$ cat config.mk
export PLATFORM = sky130hd
export DESIGN_NAME = rpn_front
export DESIGN_NICKNAME = d
export VERILOG_FILES = /design/src/sv/rpn_pkg.sv /design/src/sv/rpn_front.sv
export SDC_FILE = /design/constraint.sdc
export NUM_CORES = 1
export LEC_CHECK = 0
export BUFFER_PORTS_ARGS = -buffer_cell sky130_fd_sc_hd__buf_2
export CAP_MARGIN = 5
export CORE_MARGIN = 3
export CORE_UTILIZATION = 35
export CTS_CLUSTER_SIZE = 10
export DETAILED_ROUTE_END_ITERATION = 10
export GPL_TIMING_DRIVEN = 0
export PLACE_DENSITY = 0.6
export SLEW_MARGIN = 20
export SYNTH_ARGS = -nofsm -noshare
export SYNTH_HDL_FRONTEND = slang
export SYNTH_SLANG_ARGS = --single-unit
$ cat constraint.sdc
create_clock -name clk_i -period 4.4 [get_ports clk_i]
set_input_delay 0.88 -clock clk_i [delete_from_list [all_inputs] [get_ports clk_i]]
set_output_delay 0.88 -clock clk_i [all_outputs]
set_load 0.005 [all_outputs]
$ cat src/sv/rpn_pkg.sv
// Shared types and constants for the reverse Polish calculator.
`default_nettype none
package rpn_pkg;

  localparam int unsigned StackDepth = 128;
  localparam int unsigned PtrW = $clog2(StackDepth + 1);
  localparam int unsigned AddrW = $clog2(StackDepth);
  localparam int unsigned ValW = 64;
  localparam int unsigned FifoDepth = 2;

  typedef enum logic [2:0] {
    FN_PUSH = 3'd0,
    FN_ADD  = 3'd1,
    FN_SUB  = 3'd2,
    FN_MUL  = 3'd3,
    FN_DIV  = 3'd4,
    FN_REM  = 3'd5,
    FN_PRT  = 3'd6,
    FN_UNK  = 3'd7
  } func_e;

  typedef struct packed {
    func_e             func;
    logic [ValW-1:0]   operand;
  } token_t;

  typedef struct packed {
    logic [ValW-1:0] printed_value;
    logic            printed_valid;
    logic            zero_divisor;
    logic            stack_empty;
    logic            stack_full;
    logic            unknown_command;
  } result_t;

  localparam logic [ValW-1:0] MinRaw = {1'b1, {(ValW-1){1'b0}}};
  localparam logic [ValW-1:0] MaxRaw = {1'b0, {(ValW-1){1'b1}}};

endpackage
`default_nettype wire

$ cat src/sv/rpn_front.sv
// Token queue between the input port and the execution engine.
`default_nettype none
module rpn_front (
  input  wire logic            clk_i,
  input  wire logic            rst_ni,
  input  wire logic            push,
  output logic                 full,
  input  wire rpn_pkg::token_t tok_i,
  output logic                 tok_valid_o,
  output rpn_pkg::token_t      tok_o,
  input  wire logic            tok_take_i
);
  import rpn_pkg::*;

  token_t     mem_q [FifoDepth];
  logic       wr_q, rd_q;
  logic [1:0] cnt_q;
  logic       do_wr, do_rd;

  assign full        = (cnt_q == 2'(FifoDepth));
  assign do_wr       = push && !full;
  assign tok_valid_o = (cnt_q != 2'd0);
  assign do_rd       = tok_take_i && tok_valid_o;
  assign tok_o       = mem_q[rd_q];

  always_ff @(posedge clk_i) begin
    if (do_wr) begin
      mem_q[wr_q] <= tok_i;
    end
  end

  always_ff @(posedge clk_i or negedge rst_ni) begin
    if (!rst_ni) begin
      wr_q  <= 1'b0;
      rd_q  <= 1'b0;
      cnt_q <= 2'd0;
    end else begin
      if (do_wr) wr_q <= ~wr_q;
      if (do_rd) rd_q <= ~rd_q;
      cnt_q <= cnt_q + 2'(do_wr) - 2'(do_rd);
    end
  end
endmodule
`default_nettype wire

==> impl_metrics.toml <==
[synthesis]
ys_ff_latch = 138
synth_common_cells = "134 x edfxtp_1, 47 x mux2_2, 20 x mux2_4"
synth_warnings = 0
synth_cells = 227
ys_seq_area_frac = 0.804
synth_top_area_frac = 0.785
syn_area_um2 = 5130
synth_fp_nets = 300
synth_largest_area_cell = "edfxtp_1"
synthMostInstantiatedCell = "edfxtp_1"
synth_edf_count = 134
synthArstFlopShare = 0.0290
synth_flop_cell = "edfxtp_1"
synth_area_leaders = "edfxtp_1 78%, mux2_2 10%, mux2_4 5.9%"
synth_cell_types = 17
synth_area_per_cell_um2 = 22.6

[clock_network]
cts_buffers = 17
post-cts-setup-buffer-count = 0
cts_root_buffer = "clkbuf_16"
cts_max_level = 4
postCtsHoldBufs = 0
cts_tree = "done"
clk_latency_ns = 0.41
clkSlewWorstSetupHoldPaths_ns = 0.06
cts_sinks = 138
cts_resized = 0
clk_path_buf_depth = 2

[route]
dr.pass1.iters = 4
ant_nets = 0
avgRoutedWirePerCell_um = 15.9
drt_iter0_drc = 142
vias = 2620
drc = 0
drt_wl_total_um = 9260
viasPerCell = 4.50

[global_routing]
grt_usage = 0.120
antenna_found_initial = 1
grt-ovfl-total = 0
grt_pass1_vias = 2918
grt_pass1_wl_um = 14700
grt_max_degree = 43

[sta]
hold_viol = 0
worst_slew_pin_slew_ns = 0.411
max_clock_freq_mhz = 395
fin_crit_ns = 2.53
tns_ns = 0
whs_ns = 0.269
rsz0062_at_grt = "false"
period_share = 0.575
fin_skew_ns = 0.00468
setup_slack_ns = 1.87
relSlewSlack = 0.726
setup_viol = 0
maxSlewViolCount = 0

[setup_path]
cp_common_cell = "buf_6"
crit_arrival_ns = 1.65
worstSetupPathType = "flop to output port"
crit_family = "buffers and inverters"
end_kind = "output port"
worst_path_max_delay_cell = "dfrtp_1"
crit_chain = "buf_6, buf_6, buf_8, mux2_4, buf_2"
crit_required_ns = 3.52
cp_slowest_stage_delay_ns = 0.37
crit_buf_inv = 4
cp_max_fo = 10
startpoint_type = "flop"

[power_and_ir_drop]
p_per_area_nw_per_um2 = 678
p_leak_nw = 2.62
ir_drop_uv = 376

[floorplan]
fp-row-count = 43
dieArea_um2 = 16100
initial_core_util = 0.364
die_w_um = 127
die_h_um = 127
io_pins = 140
core_area_um2 = 14100

[placed_design]
place_ws_ns = 2.25
dpl.hpwl_um = 6350
io_buffers = 139
place.gp.congestion = 0.672

[hold_path]
min_path_type = "primary input to asynchronous set/reset pin"

[finish]
drive_gt1_frac = 0.624
antenna_cells = 0
syn_to_final_growth_pct = 32.0
finalNetCount = 462

[status]
outcome = "finished, final reports clean"

[flow_run]
max_cap_violations = 0
[per-stage QoR]
step,total power [mW],utilization,instance area (µm²),std cells
finish,4.59,0.480,6770,582
global route,4.84,0.480,6770,582
CTS,4.69,0.480,6770,582
detailed placement,3.24,0.437,6160,550
global placement,3.17,0.429,6050,546
floorplan,2.68,-,5130,227
[where the power goes]
part | switching, mW | leakage [nW] | total (mW) | internal (mW)
registers | 0.0680 | 1.29 | 1.86 | 1.80
clock network | 0.509 | 0.289 | 1.43 | 0.919
logic | 0.602 | 1.04 | 1.30 | 0.697
[cells by family after synthesis]
| kind of cell | share of synthesized area |
|---|---|
| DFF | 0.804 |
| muxes | 0.162 |
| xor gates and xnor gates | 0.00684 |
| adders and majority gates | 0.00488 |
| and+or+nand+nor | 0.00635 |
| buffers and inverters | 0.0156 |
[sequential cells by signal, summed over array words and instances, names as in the netlist]
| name | cells |
|---|---|
| rd_q | 1 |
| cnt_q | 2 |
| wr_q | 1 |
| mem_q | 134 |
[layout by cell type, fill, tap and decap left out, types with 2 or more instances in the layout]
master,instances
buf_2,143
edfxtp_1,134
mux2_2,47
mux2_4,20
clkbuf_16,17
dfrtp_1,4
xnor2_1,3
clkinvlp_4,3
bufinv_16,3
clkinv_2,3
buf_16,3
buf_6,2
buf_8,2
inv_1,2
ha_1,2
clkinv_4,2
clkbuf_8,2
clkbuf_1,2
[layer usage]
metal  up-vias  GRT usage  routed length (µm)  share of wire
met4         2     0.0587                 197          0.021
met2        94      0.197                4660           0.50
met3        18     0.0552                 777          0.084
li1       1222          -                   -              -
met5         -          0                   8        0.00086
met1      1284      0.132                3620           0.39
[final timing paths]
kind	from	end	slack [ns]	depth (start not counted)
worst max-delay path	rd_q	tok_o[49]	1.87	5
worst min-delay path	rst_ni	rd_q	0.27	1
worst max register to register	cnt_q[1]	cnt_q[1]	2.60	7
worst min register to register	cnt_q[0]	cnt_q[0]	0.55	1
max in group asynchronous	rst_ni	cnt_q[0]	4.01	1
min in group clk_i	cnt_q[0]	cnt_q[0]	0.55	1
[area by class of cell]
type	instances	area (µm²)
Multi-Input combinational cell	79	935
Tap cell	180	225
Fill cell	1227	7330
Inverter	2	7.51
Clock buffer	21	460
Clock inverter	11	145
Buffer	8	72.6
Timing Repair Buffer	143	798
Sequential cell	138	4120
Note: power is estimated with default switching activity, not from simulation.
